### src/rtl/core/byte_substring_search_defines.svh
// Assertion macros shared by the byte substring search RTL.
// Included by files that check clocked properties; needs clk and rst_n in scope.
`ifndef BYTE_SUBSTRING_SEARCH_DEFINES_SVH
`define BYTE_SUBSTRING_SEARCH_DEFINES_SVH

// Check that cond implies result in the same cycle.
`define BSS_ASSERT_SAME(lbl, cond, result, msg) \
    lbl: assert property (@(posedge clk) disable iff (!rst_n) (cond) |-> (result)) \
        else $error(msg);

// Check that cond implies result in the next cycle.
`define BSS_ASSERT_NEXT(lbl, cond, result, msg) \
    lbl: assert property (@(posedge clk) disable iff (!rst_n) (cond) |=> (result)) \
        else $error(msg);

`endif

### src/rtl/core/bss_pkg.sv
// Package for the byte substring search: word types, field codes and defaults.
// No dependencies.
package bss_pkg;

    localparam int PATTERN_MAX_DEF = 64;
    localparam int OFFSET_BITS_DEF = 16;

    localparam int LEN_BITS    = 7;
    localparam int INDEX_BITS  = 6;
    localparam int BYTE_BITS   = 8;
    localparam int OFFSET_OUT  = 16;
    localparam int APB_DATA    = 32;
    localparam int APB_ADDR    = 3;

    localparam logic [LEN_BITS-1:0]   LEN_RESET      = 7'd1;
    localparam logic [BYTE_BITS-1:0]  BYTE_MASK      = 8'hff;
    localparam logic [OFFSET_OUT-1:0] OFFSET_OUT_MAX = 16'hffff;

    typedef enum logic
    {
        FUNC_LOAD = 1'b0,
        FUNC_DATA = 1'b1
    } func_t;

    typedef enum logic
    {
        REG_PATTERN_LENGTH = 1'b0,
        REG_UNUSED         = 1'b1
    } reg_idx_t;

    typedef struct packed
    {
        func_t                  func;
        logic [INDEX_BITS-1:0]  pattern_index;
        logic [BYTE_BITS-1:0]   byte_value;
        logic                   last_byte;
    } in_word_t;

    typedef struct packed
    {
        logic                   found;
        logic [OFFSET_OUT-1:0]  match_offset;
    } out_word_t;

endpackage

### src/rtl/core/byte_substring_search.sv
// Byte substring search: pattern store, byte window and parallel compare.
// Depends on bss_pkg and byte_substring_search_defines.svh.
// The compare follows the input register; a result is captured in the result register.
// Throughput: one word per cycle; the only stall is a held result on the output.
// Reset clears window, byte count, match flag and both valids; pattern_length resets to 1.
// The pattern store has no reset.
`include "byte_substring_search_defines.svh"

module byte_substring_search #(
    parameter int PATTERN_MAX = bss_pkg::PATTERN_MAX_DEF,
    parameter int OFFSET_BITS = bss_pkg::OFFSET_BITS_DEF
) (
    input  logic                          clk,
    input  logic                          rst_n,
    input  logic                          in_valid,
    output logic                          in_ready,
    input  bss_pkg::in_word_t             in_data,
    output logic                          out_valid,
    input  logic                          out_ready,
    output bss_pkg::out_word_t            out_data,
    input  logic                          psel,
    input  logic                          penable,
    input  logic                          pwrite,
    input  logic [bss_pkg::APB_ADDR-1:0]  paddr,
    input  logic [bss_pkg::APB_DATA-1:0]  pwdata,
    output logic [bss_pkg::APB_DATA-1:0]  prdata,
    output logic                          pready
);

    import bss_pkg::*;

    localparam int WIN_BITS  = PATTERN_MAX * BYTE_BITS;
    localparam int PIDX_BITS = (PATTERN_MAX > 1) ? $clog2(PATTERN_MAX) : 1;
    localparam int SH_BITS   = $clog2(PATTERN_MAX + 1);
    localparam int CMP_BITS  = ((SH_BITS > LEN_BITS) ? SH_BITS : LEN_BITS) + 1;
    localparam logic [OFFSET_BITS-1:0] COUNT_MAX = {OFFSET_BITS{1'b1}};

    logic [LEN_BITS-1:0]     len_reg;
    logic                    s1_valid_reg;
    in_word_t                s1_word_reg;
    logic                    out_valid_reg;
    out_word_t               out_word_reg;
    logic [BYTE_BITS-1:0]    pattern_mem [PATTERN_MAX];
    logic [WIN_BITS-1:0]     win_reg;
    logic [WIN_BITS-1:0]     win_next;
    logic [OFFSET_BITS-1:0]  count_reg;
    logic [OFFSET_BITS-1:0]  count_next;
    logic                    match_seen_reg;
    logic                    match_seen_next;

    logic                    advance;
    logic                    cfg_write;
    logic                    s1_data;
    logic                    s1_load;
    logic [31:0]             idx_ext;
    logic [PIDX_BITS-1:0]    wr_addr;
    logic [WIN_BITS-1:0]     rev_win;
    logic [WIN_BITS-1:0]     aligned;
    logic [CMP_BITS-1:0]     len_ext;
    logic [CMP_BITS-1:0]     diff;
    logic [SH_BITS-1:0]      shamt;
    logic                    len_ok;
    logic                    enough;
    logic [PATTERN_MAX-1:0]  byte_ok;
    logic                    hit;
    logic                    res_gen;
    logic [OFFSET_BITS-1:0]  off_raw;
    logic [31:0]             off_ext;
    out_word_t               res_word;

    assign advance  = !out_valid_reg || out_ready;
    assign in_ready = !s1_valid_reg || advance;
    assign s1_data  = s1_valid_reg && (s1_word_reg.func == FUNC_DATA);
    assign s1_load  = s1_valid_reg && (s1_word_reg.func == FUNC_LOAD);

    assign pready    = 1'b1;
    assign cfg_write = psel && penable && pwrite
                       && (reg_idx_t'(paddr[APB_ADDR-1]) == REG_PATTERN_LENGTH);

    always_comb
    begin
        case (reg_idx_t'(paddr[APB_ADDR-1]))
            REG_PATTERN_LENGTH: prdata = APB_DATA'(len_reg);
            default:            prdata = '0;
        endcase
    end

    always_ff @(posedge clk or negedge rst_n)
    begin
        if (!rst_n)
        begin
            len_reg <= LEN_RESET;
        end
        else if (cfg_write)
        begin
            len_reg <= pwdata[LEN_BITS-1:0];
        end
    end

    // input register
    always_ff @(posedge clk or negedge rst_n)
    begin
        if (!rst_n)
        begin
            s1_valid_reg <= 1'b0;
        end
        else if (in_ready)
        begin
            s1_valid_reg <= in_valid;
        end
    end

    always_ff @(posedge clk)
    begin
        if (in_ready && in_valid)
        begin
            s1_word_reg <= in_data;
        end
    end

    // pattern store write
    assign idx_ext = 32'(s1_word_reg.pattern_index);
    assign wr_addr = idx_ext[PIDX_BITS-1:0];

    always_ff @(posedge clk)
    begin
        if (advance && s1_load && (idx_ext < 32'(PATTERN_MAX)))
        begin
            pattern_mem[wr_addr] <= s1_word_reg.byte_value;
        end
    end

    // window shift and compare
    always_comb
    begin
        win_next = (win_reg << BYTE_BITS) | WIN_BITS'(s1_word_reg.byte_value & BYTE_MASK);
        for (int k = 0; k < PATTERN_MAX; k++)
        begin
            rev_win[k*BYTE_BITS +: BYTE_BITS] =
                win_next[(PATTERN_MAX-1-k)*BYTE_BITS +: BYTE_BITS];
        end
    end

    assign count_next = (count_reg == COUNT_MAX) ? count_reg : count_reg + 1'b1;
    assign len_ext    = CMP_BITS'(len_reg);
    assign len_ok     = len_ext <= CMP_BITS'(PATTERN_MAX);
    assign diff       = CMP_BITS'(PATTERN_MAX) - len_ext;
    assign shamt      = diff[SH_BITS-1:0];
    assign aligned    = rev_win >> {shamt, 3'b000};
    assign enough     = 32'(count_next) >= 32'(len_reg);

    always_comb
    begin
        for (int i = 0; i < PATTERN_MAX; i++)
        begin
            byte_ok[i] = (32'(i) >= 32'(len_reg))
                         || (pattern_mem[i] == aligned[i*BYTE_BITS +: BYTE_BITS]);
        end
    end

    assign hit     = (len_reg == '0) || (len_ok && enough && (&byte_ok));
    assign res_gen = s1_data && !match_seen_reg && (hit || s1_word_reg.last_byte);
    assign off_raw = (len_reg == '0) ? '0 : count_next - OFFSET_BITS'(len_reg);
    assign off_ext = 32'(off_raw);

    always_comb
    begin
        res_word.found = hit;
        if (!hit)
        begin
            res_word.match_offset = '0;
        end
        else if (off_ext > 32'(OFFSET_OUT_MAX))
        begin
            res_word.match_offset = OFFSET_OUT_MAX;
        end
        else
        begin
            res_word.match_offset = off_ext[OFFSET_OUT-1:0];
        end
    end

    always_comb
    begin
        match_seen_next = match_seen_reg || (s1_data && hit);
        if (s1_word_reg.last_byte)
        begin
            match_seen_next = 1'b0;
        end
    end

    // search state
    always_ff @(posedge clk or negedge rst_n)
    begin
        if (!rst_n)
        begin
            win_reg        <= '0;
            count_reg      <= '0;
            match_seen_reg <= 1'b0;
        end
        else if (advance && s1_data)
        begin
            if (s1_word_reg.last_byte)
            begin
                win_reg   <= '0;
                count_reg <= '0;
            end
            else
            begin
                win_reg   <= win_next;
                count_reg <= count_next;
            end
            match_seen_reg <= match_seen_next;
        end
    end

    // result register
    always_ff @(posedge clk or negedge rst_n)
    begin
        if (!rst_n)
        begin
            out_valid_reg <= 1'b0;
        end
        else if (advance)
        begin
            out_valid_reg <= res_gen;
        end
    end

    always_ff @(posedge clk)
    begin
        if (advance && res_gen)
        begin
            out_word_reg <= res_word;
        end
    end

    assign out_valid = out_valid_reg;
    assign out_data  = out_word_reg;

    `BSS_ASSERT_SAME(a_stall_only_on_output, !in_ready, out_valid_reg && !out_ready,
                     "input stalled without a held result")
    `BSS_ASSERT_SAME(a_one_result_per_buffer, s1_data && match_seen_reg, !res_gen,
                     "second result after a match")
    `BSS_ASSERT_NEXT(a_clear_on_last, advance && s1_data && s1_word_reg.last_byte,
                     (count_reg == '0) && !match_seen_reg, "search state not cleared")

endmodule

### config.mk
export PLATFORM = sky130hd
export DESIGN_NAME = byte_substring_search
export DESIGN_NICKNAME = d
export VERILOG_FILES = /design/src/rtl/core/bss_pkg.sv /design/src/rtl/core/byte_substring_search.sv
export VERILOG_INCLUDE_DIRS = /design/src /design/src/rtl/core
export SDC_FILE = /design/constraint.sdc
export NUM_CORES = 2
export LEC_CHECK = 0
export ABC_AREA = 1
export BUFFER_PORTS_ARGS = -buffer_cell sky130_fd_sc_hd__buf_2
export CAP_MARGIN = 25
export CELL_PAD_IN_SITES_DETAIL_PLACEMENT = 0
export CELL_PAD_IN_SITES_GLOBAL_PLACEMENT = 1
export CORE_ASPECT_RATIO = 2
export CORE_UTILIZATION = 50
export DETAILED_ROUTE_END_ITERATION = 8
export PLACE_DENSITY = 0.86
export SYNTH_ARGS = -nofsm -noshare
export SYNTH_HDL_FRONTEND = slang
export SYNTH_SLANG_ARGS = --single-unit
### constraint.sdc
create_clock -name clk -period 6.8 [get_ports clk]
set_input_delay 1.02 -clock clk [delete_from_list [all_inputs] [get_ports clk]]
set_output_delay 1.02 -clock clk [all_outputs]
set_load 0.005 [all_outputs]
Yosys cells after proc, flatten, opt, wreduce, memory -nomap -nowiden
Memories as Yosys holds them, arrays and structs flattened.
Cells that the tools add are included.
- shifts and indexed selects: 1
- muxes and demuxes: 9
- eq/ne operators: 65
- bitwise operators: 3
- reductions and logical operators: 89
- order comparisons: 68
- add/sub/neg operators: 3
- operators by type and width (kind ; number):
    $eq 8x8->1 ; 64
    $or 512x8->512 ; 1
    $shr 512x10->512 ; 1
    $mux 504 ; 1
    $ge 6x7->1 const A ; 32
    $ge 5x7->1 const A ; 16
    $logic_or 1x1->1 ; 69
    $mux 16 ; 4
    $reduce_and 64->1 ; 1
    $ge 4x7->1 const A ; 8
    $ge 3x7->1 const A ; 4
    $add 16x1->16 const B ; 1
    $eq 16x16->1 const B ; 1
    $ge 16x7->1 ; 1
    $gt 16x16->1 const B ; 1
    $sub 16x7->16 ; 1
    $logic_and 1x1->1 ; 15
    $ge 1x7->1 const A ; 2
    $ge 2x7->1 const A ; 2
    $le 7x7->1 const B ; 1
    $logic_not 7->1 ; 1
    $lt 6x7->1 const B ; 1
    $mux 7 ; 1
    $sub 7x7->7 const A ; 1
    other kinds (3) ; 8
- input bits: 58
- flip-flop bits (word level): 563
- memory bits (writable): 512
- memories kept: 1
- output and inout port bits: 52
- word-level logic and storage cells: 251
- memories (memory ; depth ; width ; rd ports ; clocked after memory_dff ; write ports ; line ; source):
    pattern_mem ; 64 ; 8 ; 64 ; 0 ; 1 ; byte_substring_search.sv:43 ; logic [BYTE_BITS-1:0] pattern_mem [PATTERN_MAX];

Logic depth before layout (Yosys ltp)
- depth in word-level cells: 10
- depth in mapped cells: 36

Least setup slack after synthesis
OpenSTA, ideal clock, no wires.
- kind: reg2reg
- start: register len_reg[0]
- end: register out_word_reg (netlist bit out_data[0]), enable pin
- data arrival time: 4.195 ns
- clock period less this slack: 4.564 ns
- slack: 2.236 ns
- required time: 6.431 ns
- path buffers: 8
- stages on the path, launching flop included: 34
- cells stage by stage: dfstp_2 -> buf_4 -> inv_2 -> buf_4 -> buf_4 -> buf_2 -> buf_2 -> ha_1 -> buf_2 -> inv_2 -> buf_2 -> buf_1 -> nand3_1 -> nor2_1 -> nand3_1 -> clkinv_1 -> nand3_1 -> nand2_1 -> nand2_1 -> nor2_1 -> nand3_1 -> nand2_1 -> nand2_1 -> nor2_1 -> nand2_1 -> nor2_1 -> nand3_1 -> nor2_1 -> nand3_1 -> nor2_2 -> nor2_1 -> nand2_1 -> nand2_1 -> inv_1
- cells in the longest elaborated chain, start to end: 10
- elaborated cells on any way between the ends: 204
- RTL lines (element ; line ; source):
    start, declared ; byte_substring_search.sv:38 ; logic [LEN_BITS-1:0] len_reg;
    start signal, assigned ; byte_substring_search.sv:96 ; len_reg <= pwdata[LEN_BITS-1:0];
    $sub 7x7->7 ; byte_substring_search.sv:147 ; assign diff = CMP_BITS'(PATTERN_MAX) - len_ext;
    $shr 512x10->512 ; byte_substring_search.sv:149 ; assign aligned = rev_win >> {shamt, 3'b000};
    $eq 8x8->1 ; byte_substring_search.sv:157 ; || (pattern_mem[i] == aligned[i*BYTE_BITS +: BYTE_BITS]);
    $logic_or 1x1->1 ; byte_substring_search.sv:157 ;
    $reduce_and 64->1 ; byte_substring_search.sv:161 ; assign hit = (len_reg == '0) || (len_ok && enough && (&byte_ok));
    $logic_and 1x1->1 ; byte_substring_search.sv:161 ;
    $logic_or 1x1->1 * ; byte_substring_search.sv:161 ;
    $logic_or 1x1->1 * ; byte_substring_search.sv:162 ; assign res_gen = s1_data && !match_seen_reg && (hit || s1_word_reg.last_byte);
    $logic_and 1x1->1 * ; byte_substring_search.sv:162 ;
    $logic_and 1x1->1 * ; byte_substring_search.sv:232 ; if (advance && res_gen)
    end signal, assigned ; byte_substring_search.sv:234 ; out_word_reg <= res_word;
    end, declared ; byte_substring_search.sv:42 ; out_word_t out_word_reg;
Mark *: on every way between the ends. The rest lies on a longest branch, timed or not.
A chain may end at the register's enable or synchronous reset.

Worst setup path after layout
- start: register len_reg[0]
- end: register out_word_reg (netlist bit out_data[5]), enable pin
Same word-level chain as after synthesis.

==> results.py <==
metrics = {
    "floorplan": {
        "core_mm2": 0.1557,
        "die_h_um": 562.1,
        "dieArea_mm2": 0.1585,
        "num_rows": 205,
        "initial_utilization_pct": 50.38,
        "ios": 110,
        "fp.dieW_um": 282.1,
    },
    "clock_network": {
        "cts_buffers": 108,
        "cts.sinks": 1075,
        "cts.clk_slew.worst_paths_ns": 0.07,
        "cts_tree": "done",
        "clk_latency_ns": 0.81,
        "htreeDepth": 3,
        "root_buffer": "clkbuf_16",
        "postCtsHoldBufs": 0,
        "clockBufferDepth": 3,
    },
    "global_route": {
        "first_global_vias": 80810,
        "grt-ovfl-total": 0,
        "grt_first_pass_wirelength_um": 565200,
        "antenna_found_initial": 27,
        "grt_max_degree": 192,
        "track_usage_pct": 50.14,
    },
    "critical_path": {
        "slowest_stage": "dfstp_4",
        "required_ns": 7.29,
        "path_common_cell": "nand2_1",
        "cp.arrival_ns": 7.20,
        "crit_buf_inv": 5,
        "startpoint_type": "flop",
        "worstPathMaxFanout": 41,
        "max_stage_delay_ns": 0.78,
        "cp_top_family": "simple AND/OR/NAND/NOR gates",
        "path_class": "reg2reg",
        "endpoint_kind": "flop",
    },
    "timing": {
        "fin_crit_ns": 6.707,
        "max_freq_mhz": 149.1,
        "hold_violations": 0,
        "fin_crit_sh_pct": 98.63,
        "timing.slew.headroom_pct": 17.20,
        "worstMarginPinSlew_ns": 1.241,
        "worst_slack_ns": 0.09318,
        "setup_violations": 0,
        "fin_skew_ns": 0.03783,
        "setup_tns_ns": 0,
        "final_max_slew_viol_count": 0,
        "rsz0062_at_grt": "no",
    },
    "synthesis": {
        "synthCells": 11730,
        "async_flop_share_pct": 49.30,
        "synth_top_area_share_pct": 21.74,
        "syn_area_mm2": 0.07843,
        "synth_area_leaders": "nand3_1 22%, edfxtp_1 21%, nand2_1 18%, dfrtp_1 17%, inv_1 4.0%",
        "ys.flop_type": "edfxtp_1",
        "yosysMostFrequentCell": "nand2_1",
        "yosysTopAreaCell": "nand3_1",
        "yosys.cell_types.count": 49,
        "synth_edf_count": 545,
        "synth_seq_area_share_pct": 37.78,
        "ys_ff_latch": 1075,
        "synth_common_cells": "3855 x nand2_1, 3407 x nand3_1, 843 x inv_1",
        "postSynthAreaPerCell_um2": 6.689,
        "ys_warn_count": 0,
    },
    "detailed_routing": {
        "first_pass_iters": 9,
        "drt_iter0_markers": 12610,
        "ant_nets": 0,
        "drc": 14,
        "viasPerCell": 6.441,
        "via_count": 87970,
        "wl_per_cell_um": 29.46,
        "drt_wl_total_um": 402400,
    },
    "finish": {
        "largest_reg_flops": 512,
        "layout-drive-gt1-share_pct": 5.647,
        "final_cells": 13660,
        "area_growth_pct": 8.886,
        "nets": 11540,
        "fill_cells": 15870,
        "fin_util_pct": 54.85,
    },
    "power_and_ir_drop": {
        "comb_power_share_pct": 54.4,
        "p_clk_share_pct": 22.3,
        "seq_power_share_pct": 23.3,
        "powerDensity_mw_per_mm2": 354.7,
        "power.switching_mw": 15.67,
        "p_int_mw": 14.62,
        "power.leakage_nw": 37.76,
        "ir_drop_mv": 0.3719,
        "p_sw_share_pct": 51.73,
        "p_total_mw": 30.29,
    },
    "place": {
        "place.gp.congestion": 1.155,
        "post-place-ws_ns": 0.6146,
        "dp_hpwl_um": 302900,
        "port_buffers": 56,
        "dpl.cell_count": 13420,
    },
    "job": {
        "cap_violations": 0,
    },
    "min_path": {
        "min_path_type": "in2async",
    },
    "status": {
        "violations": "DRC",
        "status": "finished with violations",
    },
}
cell type report:
| class | instances | area [um^2] | area share, % |
|---|---|---|---|
| multi-input cells | 9018 | 41980 | 49.16 |
| flip-flops and latches | 1075 | 29630 | 34.70 |
| repair buffers | 410 | 4011 | 4.697 |
| inverters | 857 | 3263 | 3.821 |
| clock buffers | 153 | 3262 | 3.820 |
| well taps | 2070 | 2590 | 3.033 |
| clock inverters | 51 | 604.3 | 0.7076 |
| diodes | 22 | 55.05 | 0.06446 |
cells by family (layout without fill, tap and decap cells):
| logic type | count (synthesis) | in the layout | share of synthesized area, % |
|---|---|---|---|
| DFF | 1075 | 1075 | 37.78 |
| AOI/OAI and AO/OA | 836 | 836 | 6.394 |
| other | 2 | 48 | 0.009575 |
| xor gates and xnor gates | 148 | 148 | 1.653 |
| buffers and inverters | 1656 | 1471 | 8.949 |
| and+or+nand+nor | 7997 | 7997 | 45.03 |
| adders and majority gates | 11 | 11 | 0.1851 |
power by group through the flow:
stage / Sequential [mW] / Clock, mW / Combinational (mW)
4_1_cts: 7.06 / 6.71 / 15.4
3_5_place_dp: 7.19 / 0 / 15.4
3_3_place_gp: 7.19 / 0 / 15.3
6_report: 7.07 / 6.74 / 16.5
2_1_floorplan: 7.15 / 0 / 9.09
5_1_grt: 7.07 / 6.94 / 17.1
metal layers:
layer  track usage [%]  vias up  wire length, um
li1                  -    39100                -
met2             77.34     5618           176200
met4             57.64       16            59020
met3             13.02     1810            41290
met5                 0        -              104
met1             51.76    41430           125800
through the flow:
stage                     hold slack, ns  area (um^2)
after floorplan                   0.4533        78520
after global placement            0.4674        81090
after detailed placement          0.4759        81260
after CTS                         0.3392        85120
after global routing              0.3406        85360
final                             0.2762        85400
repair_timing:
item / in CTS / in global routing
resized for setup: 0 / 1
setup buffers: 0 / 5
setup endpoints to repair: 0 / 17
final timing paths:
| path | start | end | slack, ns | depth (start not counted) |
|---|---|---|---|---|
| min in group clk | in_data[3] | s1_word_reg[3] | 0.42 | 1 |
| worst max register to register | len_reg[0] | out_data[5] | 0.09 | 27 |
| worst min register to register | win_reg[497] | win_reg[497] | 0.49 | 2 |
| worst min-delay path | rst_n | count_reg[11] | 0.28 | 1 |
| worst max-delay path | len_reg[0] | out_data[5] | 0.09 | 27 |
| max in group asynchronous | rst_n | win_reg[109] | 4.94 | 2 |
layout by cell type (no fill, tap or decap), drive strengths merged, types with 82 or more instances in the layout:
master,n
dfrtp,529
nand4,82
inv,861
edfxtp,545
nand2,3861
nand3,3407
buf,409
nand3b,166
o21ai,186
nor2,399
o22ai,505
xor2,100
clkbuf,154
No activity file was read; power rests on OpenSTA's default activity.
